<file path="src/design/horner_poly_eval_real_macros.svh">
// assertion macros for the horner polynomial evaluator
`ifndef HORNER_POLY_EVAL_REAL_MACROS_SVH
`define HORNER_POLY_EVAL_REAL_MACROS_SVH

// antecedent implies consequent in the same cycle
`define HPE_ASSERT_IMPL(label, ante, cons) \
  label: assert property (@(posedge clk) disable iff (rst) (ante) |-> (cons)) \
    else $error("horner evaluator check failed");

// antecedent implies consequent in the next cycle
`define HPE_ASSERT_NEXT(label, ante, cons) \
  label: assert property (@(posedge clk) disable iff (rst) (ante) |=> (cons)) \
    else $error("horner evaluator check failed");

`endif

</file>
<file path="src/design/hpe_pkg.sv">
// types and constants shared by the horner polynomial evaluator
package hpe_pkg;

  localparam int MAX_TERMS = 7;
  localparam int REG_COUNT = 7;
  localparam int NUM_STEPS = MAX_TERMS - 1;
  localparam int LATENCY   = 1 + 2 * NUM_STEPS;
  localparam int TC_W      = 3;
  localparam int ADDR_W    = 5;
  localparam int IDX_W     = 3;

  localparam logic [IDX_W-1:0] REG_TERM_COUNT = IDX_W'(0);
  localparam logic [IDX_W-1:0] REG_COEF_BASE  = IDX_W'(1);

  localparam logic [TC_W-1:0] TERM_COUNT_RESET = TC_W'(1);

  typedef logic signed [31:0] word_t;
  typedef logic signed [63:0] prod_t;
  typedef logic signed [48:0] sum_t;

  typedef struct packed {
    word_t sample_in;
    logic  block_end_in;
  } in_t;

  typedef struct packed {
    word_t value_out;
    logic  block_end_out;
  } out_t;

  typedef struct packed {
    logic [TC_W-1:0]            term_count;
    word_t [REG_COUNT-1:0]      coef;
  } cfg_t;

  typedef struct packed {
    word_t y;
    word_t x;
    logic  block_end;
  } pipe_t;

  function automatic word_t sat32(input sum_t v);
    word_t r;
    r = v[31:0];
    if (v[48:31] != {18{v[48]}}) begin
      r = v[48] ? 32'sh8000_0000 : 32'sh7fff_ffff;
    end
    return r;
  endfunction

endpackage

</file>
<file path="src/design/hpe_step.sv">
// one horner step: registered multiply, then shift, add and saturate
module hpe_step import hpe_pkg::*; (
  input  logic  clk,
  input  logic  rst,
  input  logic  valid_in,
  input  pipe_t pipe_in,
  input  word_t coef,
  input  logic  active,
  output logic  valid_out,
  output pipe_t pipe_out
);

  logic  mul_valid;
  prod_t mul_prod;
  pipe_t mul_pipe;
  sum_t  sum;

  always_ff @(posedge clk) begin
    if (rst) begin
      mul_valid <= 1'b0;
    end else begin
      mul_valid <= valid_in;
    end
  end

  always_ff @(posedge clk) begin
    mul_prod <= prod_t'(pipe_in.y) * prod_t'(pipe_in.x);
    mul_pipe <= pipe_in;
  end

  assign sum = sum_t'(signed'(mul_prod[63:16])) + sum_t'(coef);

  always_ff @(posedge clk) begin
    if (rst) begin
      valid_out <= 1'b0;
    end else begin
      valid_out <= mul_valid;
    end
  end

  always_ff @(posedge clk) begin
    pipe_out.x         <= mul_pipe.x;
    pipe_out.block_end <= mul_pipe.block_end;
    pipe_out.y         <= active ? sat32(sum) : mul_pipe.y;
  end

endmodule

</file>
<file path="config.mk">
export PLATFORM = sky130hd
export DESIGN_NAME = hpe_step
export DESIGN_NICKNAME = d
export VERILOG_FILES = /design/src/design/horner_poly_eval_real_macros.svh /design/src/design/hpe_pkg.sv /design/src/design/hpe_step.sv
export SDC_FILE = /design/constraint.sdc
export NUM_CORES = 2
export LEC_CHECK = 0
export BUFFER_PORTS_ARGS = -buffer_cell sky130_fd_sc_hd__buf_2
export CAP_MARGIN = 10
export CORE_MARGIN = 1.5
export CORE_UTILIZATION = 36
export CTS_CLUSTER_SIZE = 8
export DETAILED_ROUTE_END_ITERATION = 8
export GPL_TIMING_DRIVEN = 0
export MAX_ROUTING_LAYER = met4
export PLACE_DENSITY = 0.61
export SYNTH_ARGS = -nofsm -noshare
export SYNTH_HDL_FRONTEND = slang
export SYNTH_SLANG_ARGS = --single-unit
</file>
<file path="constraint.sdc">
create_clock -name clk -period 13.4 [get_ports clk]
set_clock_uncertainty 0.05 [all_clocks]
set_input_delay 0.67 -clock clk [delete_from_list [all_inputs] [get_ports clk]]
set_output_delay 0.67 -clock clk [all_outputs]
set_load 0.01 [all_outputs]
</file>
==> results.py <==
metrics = {
    "status": {
        "status": "complete, no violations",
    },
    "synthesis": {
        "syn_inst": 4432,
        "synth_edf_count": 0,
        "syn_avg_cell_area_sq_um": 9.55,
        "synth_area_sq_um": 42300,
        "synth.distinct_cells": 63,
        "synth-main-ff-cell": "dfxtp_1",
        "synth_top_cells_by_area": "fa_1 51%, inv_1 8.6%, dfxtp_1 8.5%, and2_1 7.5%, ha_1 6.7%",
        "netlist.area_leader.share_pct": 51.2,
        "yosysWarnings": 0,
        "syn_nets": 5843,
        "yosysTopAreaCell": "fa_1",
        "async_flop_share_pct": 0,
        "yosysSeqAreaShare_pct": 8.52,
        "synth-seq-cells": 180,
    },
    "cells_and_area": {
        "final_common_cell": "fa_1",
        "nets": 6031,
        "final_cell_mix": "1082 x fa_1, 969 x inv_1, 570 x nand2_1",
        "drive_above_1_share_pct": 4.66,
        "regArea_sq_um": 3600,
        "postLayoutCoreUtil_pct": 39.3,
        "area.growth.synth_to_final_pct": 8.13,
        "fillers": 11800,
        "multiInputGateArea_sq_um": 34200,
    },
    "clocking": {
        "post_cts_resized": 0,
        "clkLatencyLatePin_ps": 570,
        "post-cts-setup-buffers": 0,
        "h-tree-depth": 4,
        "cts_hold_buf": 0,
        "clock-sinks": 180,
        "cts_root_buffer": "clkbuf_16",
        "clk_pin_slew_ps": 80,
        "cts_max_path_buffers": 2,
        "cts_buffers": 17,
        "cts_tree": "done",
    },
    "route": {
        "vias": 32100,
        "top_layer_used": "met4",
        "antenna_left": 0,
        "wl_met3_um": 12700,
        "post-route-drc-count": 0,
        "first_iter_violations": 2721,
        "via_per_inst": 5.19,
        "wl_per_cell_um": 24.4,
        "wl_met2_um": 71200,
        "wl_met1_um": 58100,
        "drt_first_pass_iters": 6,
        "wl_um": 151000,
    },
    "place": {
        "dp_hpwl_um": 128000,
        "place.gp.congestion": 1.07,
        "io_buffers": 166,
    },
    "run": {
        "cap_viol_max_count": 0,
    },
    "timing": {
        "relSlewSlack_pct": 7.51,
        "fin_tns_setup_ps": 0,
        "slew_violations": 0,
        "finalSetupViolations": 0,
        "max_freq_ghz": 0.103,
        "tightest_slew_ps": 1390,
        "rsz0062_at_grt": "no",
        "hold_viol_final": 0,
        "period_share_pct": 72.2,
        "period_needed_ps": 9680,
    },
    "critical_path": {
        "worstSetupPathType": "in -> reg",
        "crit_path_end": "mul_prod[63]$_DFF_P_",
        "startpoint_type": "primary input",
        "end_kind": "register",
        "critPathMaxFanout": 10,
        "reg2regPathDepth": 15,
        "r2r_start": "mul_prod[16]$_DFF_P_",
        "rrSetupSlack_ps": 7880,
        "worstPathArrival_ps": 10060,
        "required_ps": 13780,
        "reg2reg_to": "pipe_out[46]$_DFF_P_",
        "critical_path.startpoint": "pipe_in[50]",
    },
    "grt": {
        "grt_usage_pct": 26.6,
        "grt_overflow_total": 0,
        "grt_pass1_vias": 33500,
        "grt_pass1_wl_um": 221000,
        "grt_max_degree": 18,
        "antenna_found_initial": 14,
    },
    "die": {
        "initial_core_util_pct": 36.4,
        "die_y_um": 346,
        "ios": 167,
        "coreArea_sq_um": 116000,
        "fp.dieW_um": 346,
        "die_area_sq_um": 120000,
        "core.rowCount": 125,
    },
    "min_path": {
        "min_path_type": "in -> reg",
    },
}
sequential cells by signal, summed over array words and instances (netlist names):
register   cells
valid_out      1
pipe_out      65
mul_prod      48
mul_valid      1
mul_pipe      65
synth_stat cells (5+ instances only):
master and instances:
inv_1 969, nand2_1 570, a31oi_1 11, a21o_1 48
nor2_1 83, xor2_1 32, o211ai_1 9, nor3_1 24
ha_1 228, nand4_1 16, o31ai_1 6, a221o_1 6
nor2b_1 9, a211oi_1 8, mux2i_1 33, and3_1 14
nand2b_1 13, dfxtp_1 180, clkbuf_1 215, o21bai_1 16
o21a_1 9, and4_1 7, o21ai_0 57, xnor2_1 64
and2_1 509, fa_1 1082, nand3_1 21, a21oi_1 122
nor4_1 6, o221ai_1 5
logic make-up after synthesis:
group / after synthesis / synth area share, %
adder cells (fa/ha/maj): 1310 / 57.9
buffers and inverters: 1188 / 10.6
AND/OR/NAND/NOR: 1293 / 15.2
AO/OA/AOI/OAI: 330 / 4.93
XOR/XNOR: 96 / 1.99
flip-flops: 180 / 8.52
multiplexers: 35 / 0.843
cell type report:
cell class                 instances  area share, %
clock buffer                      20          0.998
tap                             1524           4.17
clock inverter                    12          0.309
inverter                         969           7.95
antenna                           23          0.126
multi-input combinational       3064           74.9
buffer                           219           1.81
sequential                       180           7.88
timing repair buffer             169           1.91
per-stage QoR:
step / worst slack, ps / area [sq um] / cells / hold slack [ps]
2_1_floorplan: 5120 / 42300 / 4432 / 260
3_3_place_gp: 2420 / 45000 / 6122 / 260
3_5_place_dp: 3290 / 45100 / 6125 / 262
4_1_cts: 3890 / 45700 / 6157 / 96.6
5_1_grt: 3360 / 45700 / 6162 / 125
6_report: 3720 / 45700 / 6180 / 154
worst min-delay path by stage:
stage | start | to | slack, ps | cells past startpoint
after floorplan | mul_pipe[0]$_DFF_P_ | pipe_out[0]$_DFF_P_ | 260 | 0
after global placement | mul_pipe[8]$_DFF_P_ | pipe_out[8]$_DFF_P_ | 260 | 0
after detailed placement | mul_pipe[11]$_DFF_P_ | pipe_out[11]$_DFF_P_ | 260 | 0
after CTS | pipe_in[0] | mul_pipe[0]$_DFF_P_ | 100 | 1
after global routing | pipe_in[0] | mul_pipe[0]$_DFF_P_ | 130 | 1
final | pipe_in[0] | mul_pipe[0]$_DFF_P_ | 150 | 1
per-layer routing:
metal / vias to the layer above / GRT usage (%)
met3: 329 / 4.29
met5: - / -
met1: 16800 / 33.2
met2: 1513 / 41.4
li1: 13500 / -
met4: 0 / 14.3
worst max-delay path: stages:
cell      delay [ps]
buf_2            340
clkbuf_1        1060
and2_1           300
fa_1             450
fa_1             520
inv_1             50
fa_1             410
fa_1             560
inv_1             60
fa_1             630
fa_1             450
fa_1             480
inv_1             50
fa_1             470
inv_1             40
ha_1             350
nand3_1          130
nor4_1           880
a21oi_1          200
a211oi_1         790
o31ai_1          240
a211oi_1         460
nor2_1           150
mux2i_1          170
nand4_1          120
Power is not shown: default switching activity piles up to over one toggle a cycle in this logic, so the estimate is an artifact.
