File: src/design/horner_poly_eval_real_macros.svh
// assertion macros for the horner polynomial evaluator
`ifndef HORNER_POLY_EVAL_REAL_MACROS_SVH
`define HORNER_POLY_EVAL_REAL_MACROS_SVH

// antecedent implies consequent in the same cycle
`define HPE_ASSERT_IMPL(label, ante, cons) \
  label: assert property (@(posedge clk) disable iff (rst) (ante) |-> (cons)) \
    else $error("horner evaluator check failed");

// antecedent implies consequent in the next cycle
`define HPE_ASSERT_NEXT(label, ante, cons) \
  label: assert property (@(posedge clk) disable iff (rst) (ante) |=> (cons)) \
    else $error("horner evaluator check failed");

`endif

File: src/design/hpe_pkg.sv
// types and constants shared by the horner polynomial evaluator
package hpe_pkg;

  localparam int MAX_TERMS = 7;
  localparam int REG_COUNT = 7;
  localparam int NUM_STEPS = MAX_TERMS - 1;
  localparam int LATENCY   = 1 + 2 * NUM_STEPS;
  localparam int TC_W      = 3;
  localparam int ADDR_W    = 5;
  localparam int IDX_W     = 3;

  localparam logic [IDX_W-1:0] REG_TERM_COUNT = IDX_W'(0);
  localparam logic [IDX_W-1:0] REG_COEF_BASE  = IDX_W'(1);

  localparam logic [TC_W-1:0] TERM_COUNT_RESET = TC_W'(1);

  typedef logic signed [31:0] word_t;
  typedef logic signed [63:0] prod_t;
  typedef logic signed [48:0] sum_t;

  typedef struct packed {
    word_t sample_in;
    logic  block_end_in;
  } in_t;

  typedef struct packed {
    word_t value_out;
    logic  block_end_out;
  } out_t;

  typedef struct packed {
    logic [TC_W-1:0]            term_count;
    word_t [REG_COUNT-1:0]      coef;
  } cfg_t;

  typedef struct packed {
    word_t y;
    word_t x;
    logic  block_end;
  } pipe_t;

  function automatic word_t sat32(input sum_t v);
    word_t r;
    r = v[31:0];
    if (v[48:31] != {18{v[48]}}) begin
      r = v[48] ? 32'sh8000_0000 : 32'sh7fff_ffff;
    end
    return r;
  endfunction

endpackage

File: src/design/hpe_regs.sv
// apb register file holding term count and coefficients
module hpe_regs import hpe_pkg::*; (
  input  logic              clk,
  input  logic              rst,
  input  logic              psel,
  input  logic              penable,
  input  logic              pwrite,
  input  logic [ADDR_W-1:0] paddr,
  input  logic [31:0]       pwdata,
  output logic [31:0]       prdata,
  output logic              pready,
  output cfg_t              cfg
);

  logic [IDX_W-1:0] idx;
  logic             wr;
  logic [IDX_W-1:0] cidx;

  assign idx    = paddr[ADDR_W-1:2];
  assign pready = 1'b1;
  assign wr     = psel && penable && pwrite && pready;
  assign cidx   = idx - REG_COEF_BASE;

  always_ff @(posedge clk) begin
    if (rst) begin
      cfg.term_count <= TERM_COUNT_RESET;
      cfg.coef       <= '0;
    end else if (wr) begin
      if (idx == REG_TERM_COUNT) begin
        cfg.term_count <= pwdata[TC_W-1:0];
      end else begin
        cfg.coef[cidx] <= pwdata;
      end
    end
  end

  always_comb begin
    if (idx == REG_TERM_COUNT) begin
      prdata = {{(32-TC_W){1'b0}}, cfg.term_count};
    end else begin
      prdata = cfg.coef[cidx];
    end
  end

endmodule

File: config.mk
export PLATFORM = sky130hd
export DESIGN_NAME = hpe_regs
export DESIGN_NICKNAME = d
export VERILOG_FILES = /design/src/design/horner_poly_eval_real_macros.svh /design/src/design/hpe_pkg.sv /design/src/design/hpe_regs.sv
export SDC_FILE = /design/constraint.sdc
export NUM_CORES = 1
export LEC_CHECK = 0
export BUFFER_PORTS_ARGS = -buffer_cell sky130_fd_sc_hd__clkbuf_2
export CORE_ASPECT_RATIO = 0.7
export CORE_UTILIZATION = 55
export DETAILED_ROUTE_END_ITERATION = 8
export PLACE_DENSITY = 0.81
export SLEW_MARGIN = 40
export SYNTH_ARGS = -nofsm -noshare
export SYNTH_HDL_FRONTEND = slang
export SYNTH_SLANG_ARGS = --single-unit
File: constraint.sdc
create_clock -name clk -period 5.8 [get_ports clk]
set_clock_uncertainty 0.05 [all_clocks]
set_input_delay 1.16 -clock clk [delete_from_list [all_inputs] [get_ports clk]]
set_output_delay 1.16 -clock clk [all_outputs]
set_load 0.02 [all_outputs]
==> impl_results.html <==
<table>
<tr><th>Metric</th><th>Value</th></tr>
<tr><th colspan="2">Run status</th></tr>
<tr><td>Run status</td><td>finished clean</td></tr>
<tr><th colspan="2">Yosys</th></tr>
<tr><td>Fraction of post-synthesis cell area in the top cell type by area</td><td>0.421</td></tr>
<tr><td>Cell count after synthesis</td><td>1,035</td></tr>
<tr><td>Post-synth cell types</td><td>36</td></tr>
<tr><td>Synth Register Bits</td><td>roughly 230</td></tr>
<tr><td>Dominant cell type by area after synthesis</td><td>sky130_fd_sc_hd__dfxtp_1</td></tr>
<tr><td>Post-Syn Area</td><td>0.0108 mm^2</td></tr>
<tr><td>Synthesized net count</td><td>about 1,100</td></tr>
<tr><td>Yosys warning total</td><td>0</td></tr>
<tr><td>Synth Area per Inst</td><td>10.4 um^2</td></tr>
<tr><td>Register area share after synthesis</td><td>0.421</td></tr>
<tr><td>Top cells by area in the synthesized netlist</td><td>sky130_fd_sc_hd__dfxtp_1 42%, sky130_fd_sc_hd__mux2i_1 23%, sky130_fd_sc_hd__nand2b_1 15%</td></tr>
<tr><th colspan="2">Die</th></tr>
<tr><td>Starting utilization of the core area</td><td>0.566</td></tr>
<tr><td>Overall die area</td><td>approximately 0.02 mm^2</td></tr>
<tr><td>Horizontal die dimension</td><td>approximately 170 um</td></tr>
<tr><td>Die Y</td><td>119 um</td></tr>
<tr><td>Top-Level Pins</td><td>302</td></tr>
<tr><td>Floorplan core area</td><td>~0.019 mm^2</td></tr>
<tr><td># rows</td><td>42</td></tr>
<tr><th colspan="2">Global route</th></tr>
<tr><td>Number of global-route vias before repair</td><td>a little under 9,000</td></tr>
<tr><td>Pin count of the biggest net entering global routing</td><td>between 100 and 150</td></tr>
<tr><td>Total grt overflow</td><td>0</td></tr>
<tr><td>First-pass GRT wire length</td><td>49.4 mm</td></tr>
<tr><td>Number of antenna violations at the first check in global routing</td><td>0</td></tr>
<tr><td>Overall global routing resource usage</td><td>0.313</td></tr>
<tr><th colspan="2">Worst setup path</th></tr>
<tr><td>CP Capture Type</td><td>output pin</td></tr>
<tr><td>Data arrival time of the critical path</td><td>approximately 4 ns</td></tr>
<tr><td>Highest-delay cell along the critical path</td><td>sky130_fd_sc_hd__xor2_4</td></tr>
<tr><td>Required time of the critical path</td><td>4.59 ns</td></tr>
<tr><td>Cells along the critical path</td><td>clkbuf_2 &gt; inv_1 &gt; ha_1 &gt; xor2_4 &gt; buf_4 &gt; nand2_1 &gt; and3_1 &gt; a2111oi_1 &gt; clkbuf_2</td></tr>
<tr><td>Worst path max stage delay</td><td>0.60 ns</td></tr>
<tr><td>Cell type with the highest occurrence count on the critical path</td><td>sky130_fd_sc_hd__clkbuf_2</td></tr>
<tr><td>CP Launch Type</td><td>primary input</td></tr>
<tr><td>Largest fanout on the critical path</td><td>18</td></tr>
<tr><td>Class of the most critical setup path</td><td>in -&gt; out</td></tr>
<tr><th colspan="2">Final layout</th></tr>
<tr><td>Max reg flops</td><td>227</td></tr>
<tr><td>Footprint of the multi-input gates</td><td>0.00588 mm^2</td></tr>
<tr><td>Biggest regs</td><td>cfg x227</td></tr>
<tr><td>Final cell utilization of the core</td><td>0.687</td></tr>
<tr><td>Share of final-layout standard cells stronger than drive strength 1</td><td>0.311</td></tr>
<tr><td>Most used cells in the layout excluding fill and tap cells</td><td>297 x sky130_fd_sc_hd__clkbuf_2, 259 x sky130_fd_sc_hd__nand2b_1, 244 x sky130_fd_sc_hd__mux2i_1, 227 x sky130_fd_sc_hd__dfxtp_1, 42 x sky130_fd_sc_hd__nand2_1</td></tr>
<tr><td>Number of inserted filler cells in the final layout</td><td>1,499</td></tr>
<tr><td>Most common cell after layout, fill and taps aside</td><td>sky130_fd_sc_hd__clkbuf_2</td></tr>
<tr><td>Register with the most flip-flops</td><td>cfg</td></tr>
<tr><td>Number of inserted diodes</td><td>0</td></tr>
<tr><td>Register Area</td><td>0.00454 mm^2</td></tr>
<tr><td>Post-route cell area</td><td>between 0.01 and 0.015 mm^2</td></tr>
<tr><td>Final net count</td><td>1,334</td></tr>
<tr><td>Signed area change from the synthesized netlist to the final layout</td><td>21.4%</td></tr>
<tr><td>Final cell count without fillers</td><td>1,568</td></tr>
<tr><th colspan="2">Power and ir drop</th></tr>
<tr><td>Switching share of total power</td><td>0.254</td></tr>
<tr><td>Register share of total power</td><td>0.468</td></tr>
<tr><td>Combinational Power Share</td><td>0.115</td></tr>
<tr><td>Static leakage</td><td>0.00663 uW</td></tr>
<tr><td>Power Internal</td><td>~2500 uW</td></tr>
<tr><td>Net switching power of the design</td><td>861 uW</td></tr>
<tr><td>Cell Pwr Density</td><td>between 200 and 300 mW/mm^2</td></tr>
<tr><td>Final Total Pwr</td><td>3380 uW</td></tr>
<tr><td>Relative contribution of the clock network to total power</td><td>0.418</td></tr>
<tr><td>Peak supply drop</td><td>roughly 0.00017 V</td></tr>
<tr><th colspan="2">STA</th></tr>
<tr><td>Post-Route Setup TNS</td><td>0 ns</td></tr>
<tr><td>Slew headroom</td><td>0.395</td></tr>
<tr><td>Ratio of final minimum period to clock period</td><td>0.898</td></tr>
<tr><td>Peak Freq</td><td>about 190 MHz</td></tr>
<tr><td>Unrepaired setup endpoints after global routing</td><td>false</td></tr>
<tr><td>Worst-Margin Slew</td><td>0.908 ns</td></tr>
<tr><td>Min Clock Period, post-route</td><td>5.21 ns</td></tr>
<tr><td>Final hold violation count</td><td>0</td></tr>
<tr><td>Final Max Slew Viols</td><td>0</td></tr>
<tr><td>Number of setup violations in the final report</td><td>0</td></tr>
<tr><th colspan="2">Route</th></tr>
<tr><td>First-pass iteration count of the detailed router</td><td>5</td></tr>
<tr><td>Number of remaining DRC errors</td><td>0</td></tr>
<tr><td>First-iteration detailed-routing DRC count</td><td>717</td></tr>
<tr><td>Overall via count from detail_route</td><td>approximately 8,900</td></tr>
<tr><td>Number of antenna-violating nets in the routed design</td><td>0</td></tr>
<tr><td>Ratio of routed vias to standard cells</td><td>5.70</td></tr>
<tr><td>Routed wire length per instance</td><td>20.5 um</td></tr>
<tr><td>Aggregate routed wire length</td><td>~32 mm</td></tr>
<tr><th colspan="2">Clocking</th></tr>
<tr><td>Worst-case clock buffer depth</td><td>3</td></tr>
<tr><td>Post-CTS Resized</td><td>0</td></tr>
<tr><td>CTS tree</td><td>done</td></tr>
<tr><td>CTS Sinks</td><td>227</td></tr>
<tr><td>Setup Fix Bufs, Post-CTS</td><td>0</td></tr>
<tr><td>Number of CTS-inserted buffers</td><td>22</td></tr>
<tr><td>Clock root buffer</td><td>sky130_fd_sc_hd__clkbuf_16</td></tr>
<tr><td>H-Tree Level Count</td><td>1</td></tr>
<tr><td>CTS Hold Bufs</td><td>0</td></tr>
<tr><td>Post-CTS clock slew at the launch and capture registers of the worst setup and hold paths</td><td>0.06 ns</td></tr>
<tr><td>Later-pin clock latency in the skew report</td><td>0.50 ns</td></tr>
<tr><th colspan="2">Run</th></tr>
<tr><td>Max-cap check violation count</td><td>0</td></tr>
<tr><th colspan="2">Placed design</th></tr>
<tr><td>Dpl cells</td><td>1,530</td></tr>
<tr><td>Gp weighted congestion</td><td>about 0.84</td></tr>
<tr><td>Instance area after placement</td><td>0.0124 mm^2</td></tr>
<tr><td>Port Buf Inserts</td><td>about 300</td></tr>
<tr><td>Detailed placer's ending HPWL</td><td>20.9 mm</td></tr>
<tr><th colspan="2">Hold path</th></tr>
<tr><td>Worst hold path class</td><td>reg -&gt; reg</td></tr>
</table>
synthesized netlist by cell type:
| library cell | n |
|---|---|
| sky130_fd_sc_hd__buf_4 | 24 |
| sky130_fd_sc_hd__mux2i_1 | 244 |
| sky130_fd_sc_hd__nor3_4 | 1 |
| sky130_fd_sc_hd__nor3_1 | 13 |
| sky130_fd_sc_hd__clkbuf_1 | 43 |
| sky130_fd_sc_hd__nor2_1 | 18 |
| sky130_fd_sc_hd__nor2b_1 | 2 |
| sky130_fd_sc_hd__nand3b_1 | 1 |
| sky130_fd_sc_hd__and2_1 | 1 |
| sky130_fd_sc_hd__a2111oi_0 | 1 |
| sky130_fd_sc_hd__xnor2_4 | 1 |
| sky130_fd_sc_hd__and3_1 | 20 |
| sky130_fd_sc_hd__o21ai_0 | 3 |
| sky130_fd_sc_hd__a21oi_1 | 2 |
| sky130_fd_sc_hd__buf_1 | 6 |
| sky130_fd_sc_hd__nor3_2 | 1 |
| sky130_fd_sc_hd__buf_2 | 9 |
| sky130_fd_sc_hd__nand3_1 | 3 |
| sky130_fd_sc_hd__conb_1 | 1 |
| sky130_fd_sc_hd__a31oi_1 | 8 |
| sky130_fd_sc_hd__nand3_2 | 2 |
| sky130_fd_sc_hd__xor2_1 | 1 |
| sky130_fd_sc_hd__nand2_2 | 3 |
| sky130_fd_sc_hd__dfxtp_1 | 227 |
| sky130_fd_sc_hd__nand2b_1 | 259 |
| sky130_fd_sc_hd__buf_6 | 3 |
| sky130_fd_sc_hd__nand2_1 | 42 |
| sky130_fd_sc_hd__ha_1 | 2 |
| sky130_fd_sc_hd__inv_1 | 2 |
| sky130_fd_sc_hd__a2111oi_2 | 1 |
| sky130_fd_sc_hd__o211ai_1 | 2 |
| sky130_fd_sc_hd__a2111oi_1 | 16 |
| sky130_fd_sc_hd__a211o_1 | 1 |
| sky130_fd_sc_hd__mux2_2 | 31 |
| sky130_fd_sc_hd__mux4_2 | 12 |
| sky130_fd_sc_hd__a221oi_1 | 29 |
cell families (layout without fill, tap and decap cells):
logic type | count (synthesis) | count (layout) | share of synthesized area
muxes | 287 | 287 | 0.283
AOI/OAI and AO/OA | 63 | 63 | 0.0497
buffers and inverters | 87 | 356 | 0.0417
other | 1 | 1 | 0.000347
adders and majority gates | 2 | 2 | 0.00232
and+or+nand+nor | 366 | 366 | 0.198
DFF | 227 | 227 | 0.421
xor gates and xnor gates | 2 | 2 | 0.00336
path summary, 6_finish.rpt:
check             startpoint        end  slack (ns)  cells past startpoint
hold reg to reg      cfg[60]    cfg[60]        0.43                      2
hold / removal       cfg[60]    cfg[60]        0.43                      2
setup / recovery    paddr[2]  prdata[4]        0.59                      9
setup reg to reg    cfg[225]   cfg[225]        5.00                      2
metrics by stage:
step           hold slack, ns  setup WS (ns)
3_3_place_gp            0.420          0.744
3_5_place_dp            0.428          0.589
5_1_grt                 0.458          0.505
6_report                0.433          0.593
2_1_floorplan           0.505           1.18
4_1_cts                 0.439          0.590
critical path, delay by kind of cell:
family | cells | cell delay [ns]
XOR/XNOR | 1 | 0.60
buffers and inverters | 4 | 0.98
adder cells (fa/ha/maj) | 1 | 0.43
AO/OA/AOI/OAI | 1 | 0.57
AND/OR/NAND/NOR | 2 | 0.24
final cells by class:
cell class                 count  area share
sequential                   227       0.347
tap                          264      0.0252
timing repair buffer         316       0.126
clock buffer                  34      0.0493
inverter                       2    0.000573
multi-input combinational    721       0.449
clock inverter                 4     0.00363
per-layer routing:
| metal | track usage | part of all wire | vias up | routed length (um) |
|---|---|---|---|---|
| li1 | - | - | 4108 | - |
| met1 | 0.427 | 0.43 | 4297 | 13900 |
| met2 | 0.495 | 0.45 | 464 | 14600 |
| met3 | 0.0678 | 0.091 | 62 | 2920 |
| met4 | 0.0946 | 0.023 | 0 | 752 |
| met5 | 0 | 0 | - | 0 |
power groups by stage:
stage / Clock, uW / Sequential [uW] / Combinational [uW]
CTS: 1430 / 1580 / 384
detailed placement: 0 / 1620 / 383
global placement: 0 / 1620 / 377
floorplan: 0 / 1630 / 245
global route: 1490 / 1580 / 409
finish: 1410 / 1580 / 388
Power figures use the tool's default switching activity.
